**src/hdl/bprv_pkg.sv**
```systemverilog
// ----------------------------------------------------------------------------
// Board position record validator package
// Shared constants, status codes and the result record type.
// ----------------------------------------------------------------------------
`default_nettype none

package bprv_pkg;

	// Largest piece count that a header may declare
	localparam int MAX_PIECES = 32;

	// Fixed layout of the section payload
	localparam int HDR_BYTES  = 16;
	localparam int REC_BYTES  = 4;
	localparam int N_SQUARES  = 90;
	localparam int SQ_MAX     = N_SQUARES - 1;
	localparam int SQ_W       = $clog2(N_SQUARES);

	// Byte offset counter reaches the end of the largest legal payload
	localparam int CNT_W      = $clog2(HDR_BYTES + REC_BYTES * MAX_PIECES + 1);
	// Declared piece count as stored
	localparam int PC_W       = $clog2(MAX_PIECES + 1);
	// Declared piece count as reported on the output
	localparam int OUT_PC_W   = 6;

	// Result queue
	localparam int FIFO_DEPTH = 8;
	localparam int PTR_W      = $clog2(FIFO_DEPTH);
	localparam int FCNT_W     = $clog2(FIFO_DEPTH + 1);

	// Result kinds
	localparam logic KIND_PIECE   = 1'b0;
	localparam logic KIND_SUMMARY = 1'b1;

	typedef enum logic [3:0] {
		ST_OK          = 4'd0,
		ST_SHORT       = 4'd1,
		ST_VERSION     = 4'd2,
		ST_HDR_SIZE    = 4'd3,
		ST_VARIANT     = 4'd4,
		ST_SIDE        = 4'd5,
		ST_FLAGS       = 4'd6,
		ST_MOVE_ZERO   = 4'd7,
		ST_TOO_MANY    = 4'd8,
		ST_RESERVED    = 4'd9,
		ST_SIZE        = 4'd10,
		ST_PIECE_CODE  = 4'd11,
		ST_SQ_RANGE    = 4'd12,
		ST_PIECE_FLAGS = 4'd13,
		ST_DUPLICATE   = 4'd14
	} status_t;

	typedef struct packed {
		logic                kind;
		status_t             status;
		logic [15:0]         error_offset;
		logic                mover_side;
		logic [15:0]         move_number;
		logic [OUT_PC_W-1:0] pieces_declared;
		logic                canonical;
		logic                piece_side;
		logic [2:0]          piece_kind;
		logic [6:0]          board_square;
		logic                last;
	} result_t;

endpackage : bprv_pkg

`default_nettype wire

```
**src/hdl/board_position_record_validator_top.sv**
```systemverilog
// ----------------------------------------------------------------------------
// Board position record validator
// Streams a board-position section payload one byte per item, checks the
// header and every piece record, and reports piece results and a summary.
// ----------------------------------------------------------------------------
//
//  Channel | Handshake             | Payload
//  --------+-----------------------+-------------------------------------------
//  config  | cfg_valid / cfg_ready | payload_length
//  input   | in_valid  / in_ready  | data_byte, first
//  output  | out_valid / out_ready | kind, status, error_offset, mover_side,
//          |                       | move_number, pieces_declared, canonical,
//          |                       | piece_side, piece_kind, board_square, last
//
// One input item is taken per cycle while in_ready is high. An item is checked
// in the cycle after it is accepted, while it sits in the input register, and
// its results (none, one or two) go into an eight-entry result queue in that
// same cycle. The input side stalls only while the queue cannot take two more
// results for the item in flight and two for a new one; the output side drains
// one result per cycle while out_ready is high. Reset leaves the block idle
// until a byte marked first arrives. The config port is always ready.
// ----------------------------------------------------------------------------
`default_nettype none

module board_position_record_validator_top
	import bprv_pkg::*;
(
	input  wire logic                clk,
	input  wire logic                arst_n,

	input  wire logic                cfg_valid,
	output      logic                cfg_ready,
	input  wire logic [15:0]         payload_length,

	input  wire logic                in_valid,
	output      logic                in_ready,
	input  wire logic [7:0]          data_byte,
	input  wire logic                first,

	output      logic                out_valid,
	input  wire logic                out_ready,
	output      logic                kind,
	output      logic [3:0]          status,
	output      logic [15:0]         error_offset,
	output      logic                mover_side,
	output      logic [15:0]         move_number,
	output      logic [OUT_PC_W-1:0] pieces_declared,
	output      logic                canonical,
	output      logic                piece_side,
	output      logic [2:0]          piece_kind,
	output      logic [6:0]          board_square,
	output      logic                last
);

	// ------------------------------------------------------------------
	// Configuration register
	// ------------------------------------------------------------------
	logic [15:0] plen_q;

	assign cfg_ready = 1'b1;

	always_ff @(posedge clk or negedge arst_n) begin
		if (!arst_n) begin
			plen_q <= '0;
		end else if (cfg_valid && cfg_ready) begin
			plen_q <= payload_length;
		end
	end

	// ------------------------------------------------------------------
	// Input register
	// ------------------------------------------------------------------
	logic       valid_s1;
	logic [7:0] data_s1;
	logic       first_s1;

	always_ff @(posedge clk or negedge arst_n) begin
		if (!arst_n) begin
			valid_s1 <= 1'b0;
		end else begin
			valid_s1 <= in_valid && in_ready;
		end
	end

	always_ff @(posedge clk) begin
		if (in_valid && in_ready) begin
			data_s1  <= data_byte;
			first_s1 <= first;
		end
	end

	// ------------------------------------------------------------------
	// Run state
	// ------------------------------------------------------------------
	logic [CNT_W-1:0]     cnt_q,   cnt_d;
	logic [N_SQUARES-1:0] taken_q, taken_d;
	logic [SQ_W-1:0]      prev_q,  prev_d;
	logic                 havep_q, havep_d;
	logic                 ord_q,   ord_d;
	logic                 hside_q, hside_d;
	logic [15:0]          hmove_q, hmove_d;
	logic [PC_W-1:0]      hcount_q, hcount_d;
	logic [31:0]          fb_q,    fb_d;
	logic                 fin_q,   fin_d;

	logic    push0, push1;
	result_t res0, res1;

	// ------------------------------------------------------------------
	// Per-byte check
	// ------------------------------------------------------------------
	always_comb begin : step
		logic [CNT_W-1:0] off;
		logic [1:0]       pos;
		logic [31:0]      fb;
		logic [15:0]      lo;
		logic [15:0]      hi;
		logic [7:0]       code;
		logic [7:0]       sq;
		logic [CNT_W-1:0] base;
		logic             fail;
		status_t          fst;
		logic [15:0]      foff;
		logic             piece;
		logic [15:0]      end_len;

		// A byte marked first starts from a cleared run
		cnt_d    = first_s1 ? '0    : cnt_q;
		taken_d  = first_s1 ? '0    : taken_q;
		prev_d   = first_s1 ? '0    : prev_q;
		havep_d  = first_s1 ? 1'b0  : havep_q;
		ord_d    = first_s1 ? 1'b1  : ord_q;
		hside_d  = first_s1 ? 1'b0  : hside_q;
		hmove_d  = first_s1 ? '0    : hmove_q;
		hcount_d = first_s1 ? '0    : hcount_q;
		fb_d     = first_s1 ? '0    : fb_q;
		fin_d    = first_s1 ? 1'b0  : fin_q;
		if (!valid_s1) begin
			cnt_d    = cnt_q;
			taken_d  = taken_q;
			prev_d   = prev_q;
			havep_d  = havep_q;
			ord_d    = ord_q;
			hside_d  = hside_q;
			hmove_d  = hmove_q;
			hcount_d = hcount_q;
			fb_d     = fb_q;
			fin_d    = fin_q;
		end

		fail  = 1'b0;
		fst   = ST_OK;
		foff  = '0;
		piece = 1'b0;

		off  = cnt_d;
		pos  = off[1:0];
		fb   = (pos == 2'd0) ? 32'd0 : fb_d;
		fb   = fb | (32'(data_s1) << {pos, 3'b000});
		lo   = fb[15:0];
		hi   = fb[31:16];
		code = fb[7:0];
		sq   = fb[15:8];
		base = {off[CNT_W-1:2], 2'b00};

		if (valid_s1 && !fin_d) begin
			cnt_d = off + 1'b1;
			fb_d  = fb;
			if (off < CNT_W'(HDR_BYTES)) begin
				// Header: each field is checked on its last byte
				case (off[3:0])
					4'd0: begin
						if (plen_q < 16'(HDR_BYTES)) begin
							fail = 1'b1; fst = ST_SHORT; foff = 16'd0;
						end
					end
					4'd1: begin
						if (lo != 16'd1) begin
							fail = 1'b1; fst = ST_VERSION; foff = 16'd0;
						end
					end
					4'd3: begin
						if (hi != 16'(HDR_BYTES)) begin
							fail = 1'b1; fst = ST_HDR_SIZE; foff = 16'd2;
						end
					end
					4'd5: begin
						if (lo != 16'd1) begin
							fail = 1'b1; fst = ST_VARIANT; foff = 16'd4;
						end
					end
					4'd6: begin
						if (data_s1 > 8'd1) begin
							fail = 1'b1; fst = ST_SIDE; foff = 16'd6;
						end else begin
							hside_d = data_s1[0];
						end
					end
					4'd7: begin
						if (data_s1 != 8'd0) begin
							fail = 1'b1; fst = ST_FLAGS; foff = 16'd7;
						end
					end
					4'd9: begin
						hmove_d = lo;
						if (lo == 16'd0) begin
							fail = 1'b1; fst = ST_MOVE_ZERO; foff = 16'd8;
						end
					end
					4'd11: begin
						if (hi > 16'(MAX_PIECES)) begin
							fail = 1'b1; fst = ST_TOO_MANY; foff = 16'd10;
						end else begin
							hcount_d = PC_W'(hi);
						end
					end
					4'd15: begin
						if (fb != 32'd0) begin
							fail = 1'b1; fst = ST_RESERVED; foff = 16'd12;
						end else if (plen_q != 16'(HDR_BYTES) + (16'(hcount_d) << 2)) begin
							fail = 1'b1; fst = ST_SIZE; foff = 16'd10;
						end else if (hcount_d == '0) begin
							// Empty position ends the run cleanly
							fail = 1'b1; fst = ST_OK; foff = 16'd0;
						end
					end
					default: begin
					end
				endcase
			end else begin
				// Piece record: code, square, two flag bytes
				case (pos)
					2'd0: begin
						if ((code & 8'h70) != 8'd0 || code[3:0] == 4'd0 || code[3:0] > 4'd7) begin
							fail = 1'b1; fst = ST_PIECE_CODE; foff = 16'(base);
						end
					end
					2'd1: begin
						if (sq > 8'(SQ_MAX)) begin
							fail = 1'b1; fst = ST_SQ_RANGE; foff = 16'(base) + 16'd1;
						end
					end
					2'd2: begin
					end
					default: begin
						if (hi != 16'd0) begin
							fail = 1'b1; fst = ST_PIECE_FLAGS; foff = 16'(base) + 16'd2;
						end else if (taken_d[sq[SQ_W-1:0]]) begin
							fail = 1'b1; fst = ST_DUPLICATE; foff = 16'(base) + 16'd1;
						end else begin
							taken_d[sq[SQ_W-1:0]] = 1'b1;
							if (havep_d && sq[SQ_W-1:0] <= prev_d) begin
								ord_d = 1'b0;
							end
							prev_d  = sq[SQ_W-1:0];
							havep_d = 1'b1;
							piece   = 1'b1;
						end
					end
				endcase
			end
		end

		end_len = 16'(HDR_BYTES) + (16'(hcount_d) << 2);

		push0 = 1'b0;
		push1 = 1'b0;

		res1                 = '0;
		res1.kind            = KIND_SUMMARY;
		res1.status          = fst;
		res1.error_offset    = foff;
		res1.mover_side      = hside_d;
		res1.move_number     = hmove_d;
		res1.pieces_declared = OUT_PC_W'(hcount_d);
		res1.canonical       = ord_d;
		res1.last            = 1'b1;

		res0 = res1;

		if (piece) begin
			push0              = 1'b1;
			res0.kind          = KIND_PIECE;
			res0.status        = ST_OK;
			res0.error_offset  = '0;
			res0.piece_side    = code[7];
			res0.piece_kind    = code[2:0];
			res0.board_square  = sq[6:0];
			res0.last          = 1'b0;
			// Last record also closes the run
			if (16'(off) + 16'd1 >= end_len) begin
				push1 = 1'b1;
				fin_d = 1'b1;
			end
		end else if (fail) begin
			push0 = 1'b1;
			fin_d = 1'b1;
		end
	end

	always_ff @(posedge clk or negedge arst_n) begin
		if (!arst_n) begin
			cnt_q    <= '0;
			taken_q  <= '0;
			prev_q   <= '0;
			havep_q  <= 1'b0;
			ord_q    <= 1'b1;
			hside_q  <= 1'b0;
			hmove_q  <= '0;
			hcount_q <= '0;
			fb_q     <= '0;
			fin_q    <= 1'b1;
		end else begin
			cnt_q    <= cnt_d;
			taken_q  <= taken_d;
			prev_q   <= prev_d;
			havep_q  <= havep_d;
			ord_q    <= ord_d;
			hside_q  <= hside_d;
			hmove_q  <= hmove_d;
			hcount_q <= hcount_d;
			fb_q     <= fb_d;
			fin_q    <= fin_d;
		end
	end

	// ------------------------------------------------------------------
	// Result queue
	// ------------------------------------------------------------------
	result_t           fifo_q [FIFO_DEPTH];
	logic [PTR_W-1:0]  wr_ptr_q;
	logic [PTR_W-1:0]  rd_ptr_q;
	logic [FCNT_W-1:0] fcnt_q;
	logic              pop;
	logic [FCNT_W-1:0] n_push;
	logic [FCNT_W-1:0] committed;
	result_t           head;

	assign pop       = out_valid && out_ready;
	assign n_push    = FCNT_W'(push0) + FCNT_W'(push1);
	// Hold room for two results of the item in the input register
	assign committed = fcnt_q + (valid_s1 ? FCNT_W'(2) : '0);
	assign in_ready  = committed <= FCNT_W'(FIFO_DEPTH - 2);

	always_ff @(posedge clk or negedge arst_n) begin
		if (!arst_n) begin
			wr_ptr_q <= '0;
			rd_ptr_q <= '0;
			fcnt_q   <= '0;
		end else begin
			wr_ptr_q <= wr_ptr_q + PTR_W'(n_push);
			rd_ptr_q <= rd_ptr_q + PTR_W'(pop);
			fcnt_q   <= fcnt_q + n_push - FCNT_W'(pop);
		end
	end

	always_ff @(posedge clk) begin
		if (push0) begin
			fifo_q[wr_ptr_q] <= res0;
		end
		if (push1) begin
			fifo_q[wr_ptr_q + PTR_W'(1)] <= res1;
		end
	end

	assign head            = fifo_q[rd_ptr_q];
	assign out_valid       = fcnt_q != '0;
	assign kind            = head.kind;
	assign status          = head.status;
	assign error_offset    = head.error_offset;
	assign mover_side      = head.mover_side;
	assign move_number     = head.move_number;
	assign pieces_declared = head.pieces_declared;
	assign canonical       = head.canonical;
	assign piece_side      = head.piece_side;
	assign piece_kind      = head.piece_kind;
	assign board_square    = head.board_square;
	assign last            = head.last;

endmodule : board_position_record_validator_top

`default_nettype wire

```
**config.mk**
```make
export PLATFORM = sky130hd
export DESIGN_NAME = board_position_record_validator_top
export DESIGN_NICKNAME = d
export VERILOG_FILES = /design/src/hdl/bprv_pkg.sv /design/src/hdl/board_position_record_validator_top.sv
export SDC_FILE = /design/constraint.sdc
export NUM_CORES = 1
export LEC_CHECK = 0
export ABC_CLOCK_PERIOD_IN_PS = 7900
export BUFFER_PORTS_ARGS = -buffer_cell sky130_fd_sc_hd__buf_2
export CORE_MARGIN = 2
export CORE_UTILIZATION = 55
export CTS_CLUSTER_SIZE = 16
export DETAILED_ROUTE_END_ITERATION = 8
export PLACE_DENSITY = 0.7
export REMOVE_ABC_BUFFERS = 1
export SYNTH_ARGS = -nofsm -noshare
export SYNTH_HDL_FRONTEND = slang
export SYNTH_SLANG_ARGS = --single-unit
export TNS_END_PERCENT = 5
```
**constraint.sdc**
```tcl
create_clock -name clk -period 7.9 [get_ports clk]
set_clock_uncertainty 0.05 [all_clocks]
set_input_delay 0.79 -clock clk [delete_from_list [all_inputs] [get_ports clk]]
set_output_delay 0.79 -clock clk [all_outputs]
set_load 0.005 [all_outputs]
```
==> flow_summary.ini, run 1 <==
[layout]
insertedDiodeCount = 0
fillers = 3731
multi_input_area_mm2 = 0.0106
regArea_mm2 = 0.0156
nets = 2246
drive_gt1_frac = 0.202
stdcell_area_mm2 = 0.0302
synthToLayoutAreaGrowth_pct = 10.8

[place]
hpwl_um = 45200
place_ws_ps = 1490
place_area_mm2 = 0.0281
gp_congestion = 0.961
port_buffers = 80

[power_and_ir_drop]
p_per_area_mw_per_mm2 = 324
switchingPower_mw = 3.54
p_int_mw = 6.24
p_clk_frac = 0.304
pwr-share-comb = 0.317
p_leak_nw = 11.3
seq_power_share = 0.380
vdd_ir_drop_max_v = 0.000252
swShare = 0.362

[global_route]
grtUsageTotal = 0.294
overflow = 0
antenna_found_initial = 0
gr-usage-met1 = 0.408
grt_pass1_vias = 19400
grt_max_degree = 173
grt_use_met3 = 0.0526
grt_pass1_wl_um = 115000
met2_usage = 0.470
top_usage_layer = met2

[clock_network]
clk_pin_slew_ps = 60
ctsResizeCount = 0
cts-hold-fix-buffers = 0
clock_sinks = 583
htree_levels = 2
root_buffer = clkbuf_16
cts_tree = done
numCtsBuffers = 60
post_cts_buffers = 0
clkLatencyLatePin_ps = 630
clockBufferDepth = 3

[floorplan]
die_y_um = 227
fp-row-count = 81
die_area_mm2 = 0.0513
coreArea_mm2 = 0.0490
die_w_um = 227
initial_core_util = 0.557
pin_count = 90

[route]
dr.pass1.iters = 6
remaining_drc_errors = 0
drt_wl_total_um = 74200
wire_per_inst_um = 25.6
vias = 19400
first_iter_violations = 2424
ant_nets = 0
routed_via_density = 6.69

[critical_path]
cp-end-kind = flop
cp_data_required_time_ps = 8410
crit_arrival_ps = 7010
path_class = reg2reg
crit_fanout = 32
start_kind = flop

[sta]
finalSetupViolCount = 0
hold_viol = 0
period_needed_ps = 6500
tightest_slew_ps = 1430
maxSlewViolCount = 0
period_share = 0.823
max_slew_margin = 0.0375
timing.final.ws_setup_ps = 1400
max_freq_mhz = 154
rsz0062_at_grt = false

[outcome]
outcome = completed

[job]
max-cap-violations = 0

[synth]
yosysSeqAreaShare = 0.573
netlist_area_mm2 = 0.0272
synth_cell_types = 85
synth_edf_count = 297
synth_cells = 2179
synthArstFlopShare = 0.326
ys_seq_elements = 583
postSynthAreaPerCell_um2 = 12.5
synth_ff_type = edfxtp_1
yosysWarnings = 0

[min_path]
hp-class = in2async
==> power by group through the flow <==
stage                     Combinational, mW  Sequential, mW  Clock (mW)
after CTS                              3.06            3.71        3.00
after global placement                 3.01            3.75           0
after detailed placement               3.05            3.77           0
after floorplan                        1.89            3.79           0
after global routing                   3.32            3.74        3.12
final                                  3.10            3.71        2.97
==> area by class of cell <==
class / instances / share of cell area
Clock buffer: 78 / 0.0552
Clock inverter: 34 / 0.0133
Inverter: 76 / 0.00945
Multi-Input combinational cell: 1335 / 0.351
Sequential cell: 583 / 0.517
Tap cell: 664 / 0.0275
Timing Repair Buffer: 128 / 0.0263
==> metal layers <==
| layer | up-vias | routed length [um] |
|---|---|---|
| met4 | 0 | 2370 |
| met1 | 9854 | 30100 |
| met5 | - | 0 |
| li1 | 8372 | - |
| met3 | 171 | 6430 |
| met2 | 990 | 35300 |
==> cell usage in the layout (no fill, tap or decap), types with 18 or more instances in the layout <==
cell / count
edfxtp_1: 297
nor2_1: 271
dfrtp_1: 185
a32o_1: 173
nand2_1: 104
mux4_2: 96
dfxtp_1: 96
buf_2: 79
a21oi_1: 74
inv_1: 73
mux2_2: 73
clkbuf_16: 62
o21ai_0: 56
a22oi_1: 49
buf_4: 46
nand3_1: 40
mux2i_1: 35
ha_1: 30
nor3_1: 29
o21ai_1: 21
nor2b_1: 18
a31oi_1: 18
==> path summary, 6_finish.rpt <==
check                      cells past startpoint                         to  slack (ps)                      start
hold / removal                                 1     plen_q[13]$_DFFE_PN0P_          90                     arst_n
hold reg to reg                                1  fifo_q[3][5]$_SDFFE_PP0P_         410  fifo_q[3][5]$_SDFFE_PP0P_
setup reg to reg                              19        fcnt_q[3]$_DFF_PN0_        1400         cnt_q[0]$_DFF_PN0_
max in group asynchronous                      2         cnt_q[1]$_DFF_PN0_        6310                     arst_n
setup / recovery                              19        fcnt_q[3]$_DFF_PN0_        1400         cnt_q[0]$_DFF_PN0_
min in group clk                               1       data_s1[3]$_DFFE_PP_         290               data_byte[3]
==> state kept, by name (all words and copies together) (netlist names), 3 cells and up <==
signal / count
hcount_q: 6
wr_ptr_q: 3
fifo_q: 384
hmove_q: 16
fcnt_q: 4
cnt_q: 8
plen_q: 16
taken_q: 90
fb_q: 32
prev_q: 7
data_s1: 8
rd_ptr_q: 3
==> metrics by stage <==
stage | util | hold WS (ps) | setup TNS (ps) | power (mW) | cells
after CTS | 0.617 | 76.4 | 0 | 9.77 | 2898
final | 0.617 | 87.2 | 0 | 9.78 | 2898
after global placement | 0.575 | 391 | 0 | 6.76 | 2786
after detailed placement | 0.575 | 400 | 0 | 6.82 | 2786
after floorplan | - | 387 | -1013140 | 5.67 | 1994
after global routing | 0.617 | 101 | 0 | 10.2 | 2898
==> logic make-up after synthesis <==
family                   count (synthesis)  synth area share
AO/OA/AOI/OAI                          516             0.148
buffers and inverters                  268            0.0423
multiplexers                           204             0.122
adder cells (fa/ha/maj)                 32            0.0152
AND/OR/NAND/NOR                        548            0.0911
flip-flops                             583             0.573
other                                    2          0.000276
XOR/XNOR                                26           0.00836
==> worst max-delay path, stage by stage (launching register included) <==
cell	delay (ps)
dfrtp_1	970
a2bb2oi_2	450
o21ai_2	390
inv_2	530
nor3_1	190
buf_4	250
a32o_1	210
o31ai_1	200
o211a_1	230
o211a_1	620
nand3_2	560
nor2_1	280
ha_1	230
inv_1	60
ha_1	320
inv_1	60
ha_1	290
a21o_1	180
a21oi_1	170
xor2_1	150
==> synthesized netlist by cell type, drive strengths merged (5+ instances only) <==
| cell type | number | area share |
|---|---|---|
| inv | 76 | 0.010 |
| xnor2 | 12 | 0.0039 |
| nor2b | 18 | 0.0041 |
| and2 | 6 | 0.0014 |
| a31oi | 18 | 0.0041 |
| o31ai | 7 | 0.0019 |
| o21ai | 79 | 0.015 |
| o21ba | 5 | 0.0018 |
| or4 | 5 | 0.0014 |
| o22ai | 14 | 0.0032 |
| o41ai | 8 | 0.0028 |
| xor2 | 14 | 0.0045 |
| or3 | 8 | 0.0018 |
| nand2 | 105 | 0.014 |
| buf | 100 | 0.019 |
| a32o | 173 | 0.064 |
| mux2 | 73 | 0.030 |
| a31o | 10 | 0.0032 |
| nand3 | 41 | 0.0077 |
| ha | 30 | 0.014 |
| nand2b | 5 | 0.0011 |
| nor2 | 271 | 0.037 |
| dfrtp | 188 | 0.17 |
| o2111ai | 5 | 0.0016 |
| a22oi | 49 | 0.014 |
| clkbuf | 92 | 0.013 |
| a21oi | 79 | 0.015 |
| or2 | 11 | 0.0025 |
| edfxtp | 297 | 0.33 |
| o211ai | 18 | 0.0051 |
| nor3 | 32 | 0.0059 |
| nor3b | 9 | 0.0025 |
| mux4 | 96 | 0.079 |
| mux2i | 35 | 0.013 |
| nor4 | 16 | 0.0045 |
| a21o | 7 | 0.0019 |
| dfxtp | 96 | 0.071 |
Power figures use the tool's default switching activity.
==> inputs of run 2 (changes only) <==
- ABC_CLOCK_PERIOD_IN_PS: 7900 -> 6300
- clock period: 7.9 -> 6.3 ns (I/O delays scaled with it)
==> flow_summary.ini, run 2 (synthesized netlist as in run 1, its figures left out) <==
[outcome]
outcome = completed

[clock_network]
htree_levels = 2
post_cts_buffers = 0
clock_sinks = 583
ctsResizeCount = 0
numCtsBuffers = 60
cts_tree = done
clkLatencyLatePin_ps = 640
clockBufferDepth = 3
root_buffer = clkbuf_16
cts-hold-fix-buffers = 0
clk_pin_slew_ps = 60

[layout]
synthToLayoutAreaGrowth_pct = 11.0
nets = 2262
top_register = fifo_q
largest_reg_flops = 384
final_util = 0.618
stdcell_area_mm2 = 0.0302
insertedDiodeCount = 0
fillers = 3826
reg_top3 = fifo_q x384, taken_q x90, fb_q x32
drive_gt1_frac = 0.203
mostFrequentLayoutCells = edfxtp_1 (297), nor2_1 (271), dfrtp_1 (185), a32o_1 (173), nand2_1 (104)
final_common_cell = edfxtp_1

[route]
dr.pass1.iters = 8
first_iter_violations = 2218
drt_wl_total_um = 72400
wire_per_inst_um = 24.8
remaining_drc_errors = 0
ant_nets = 0
routed_via_density = 6.59
vias = 19200

[sta]
maxSlewViolCount = 0
period_needed_ps = 5750
tns_ps = 0
max_freq_mhz = 174
hold_viol = 0
period_share = 0.913
tightest_slew_ps = 1350
timing.final.ws_setup_ps = 547
finalSetupViolCount = 0
rsz0062_at_grt = false
max_slew_margin = 0.0910
finalHoldWorstSlack_ps = 29.2

[power_and_ir_drop]
seq_power_share = 0.387
p_int_mw = 7.71
pwr-share-comb = 0.319
p_clk_frac = 0.293
p_leak_nw = 11.4
swShare = 0.361
switchingPower_mw = 4.36
p_per_area_mw_per_mm2 = 399
vdd_ir_drop_max_v = 0.000307

[global_route]
grt_max_degree = 96
overflow = 0
grt_pass1_vias = 19200
antenna_found_initial = 1
grtUsageTotal = 0.285
grt_pass1_wl_um = 112000

[floorplan]
die_w_um = 227
die_area_mm2 = 0.0513
coreArea_mm2 = 0.0490
initial_core_util = 0.557
die_y_um = 227
fp-row-count = 81
pin_count = 90

[critical_path]
start_kind = flop
crit_fanout = 36
crit_arrival_ps = 5990
cp-end-kind = flop
cp_data_required_time_ps = 6530
path_class = reg2reg

[min_path]
hp-class = in2async

[place]
place_area_mm2 = 0.0282
gp_congestion = 0.897
port_buffers = 80
place_ws_ps = 657
hpwl_um = 44700

[job]
max-cap-violations = 0
==> run 2: cell type report <==
type	count	area, um2	area share
multi-input combinational	1335	10600	0.351
timing repair buffer	144	915	0.0303
clock buffer	90	1750	0.0578
inverter	76	285	0.00944
tap	664	831	0.0275
sequential	583	15600	0.516
clock inverter	22	239	0.00791
==> run 2: per-stage QoR <==
stage / cells / power, mW
final: 2914 / 12.1
after global routing: 2914 / 12.6
after CTS: 2914 / 12.1
after detailed placement: 2802 / 8.55
after global placement: 2802 / 8.48
after floorplan: 1994 / 7.11
==> run 2: metal layers <==
metal | up-vias | global-route usage | wire [um]
li1 | 8392 | - | -
met1 | 9774 | 0.403 | 29700
met2 | 900 | 0.459 | 34800
met4 | 0 | 0.0819 | 1740
met5 | - | 0 | 0
met3 | 129 | 0.0461 | 6120
==> run 2: worst paths after layout <==
kind | end | cells past startpoint | startpoint | slack (ps)
max | fifo_q[5][21]$_DFFE_PP_ | 17 | cnt_q[0]$_DFF_PN0_ | 550
min | plen_q[14]$_DFFE_PN0P_ | 1 | arst_n | 30
max reg2reg | fifo_q[5][21]$_DFFE_PP_ | 17 | cnt_q[0]$_DFF_PN0_ | 550
min reg2reg | fifo_q[3][9]$_SDFFE_PP0P_ | 1 | fifo_q[3][9]$_SDFFE_PP0P_ | 410
max in group asynchronous | taken_q[42]$_DFF_PN0_ | 2 | arst_n | 4750
min in group clk | data_s1[7]$_DFFE_PP_ | 1 | data_byte[7] | 140
==> run 2: power groups by stage <==
stage / logic [mW] / registers [mW] / clock network (mW)
2_1_floorplan: 2.37 / 4.75 / 0
3_3_place_gp: 3.75 / 4.73 / 0
3_5_place_dp: 3.80 / 4.75 / 0
4_1_cts: 3.82 / 4.67 / 3.58
5_1_grt: 4.13 / 4.73 / 3.74
6_report: 3.85 / 4.67 / 3.54
==> run 2: worst max-delay path, cell delays in order (launching register included) <==
cell	delay (ps)
dfrtp_1	830
buf_4	290
nor2b_1	70
o41ai_1	340
a31oi_1	180
nor4_1	280
buf_4	210
mux2i_1	680
nor3_1	170
xnor2_1	210
ha_1	190
a21oi_1	80
o211ai_1	110
nand3_1	260
or4b_2	690
o21ba_2	230
inv_1	50
buf_4	470
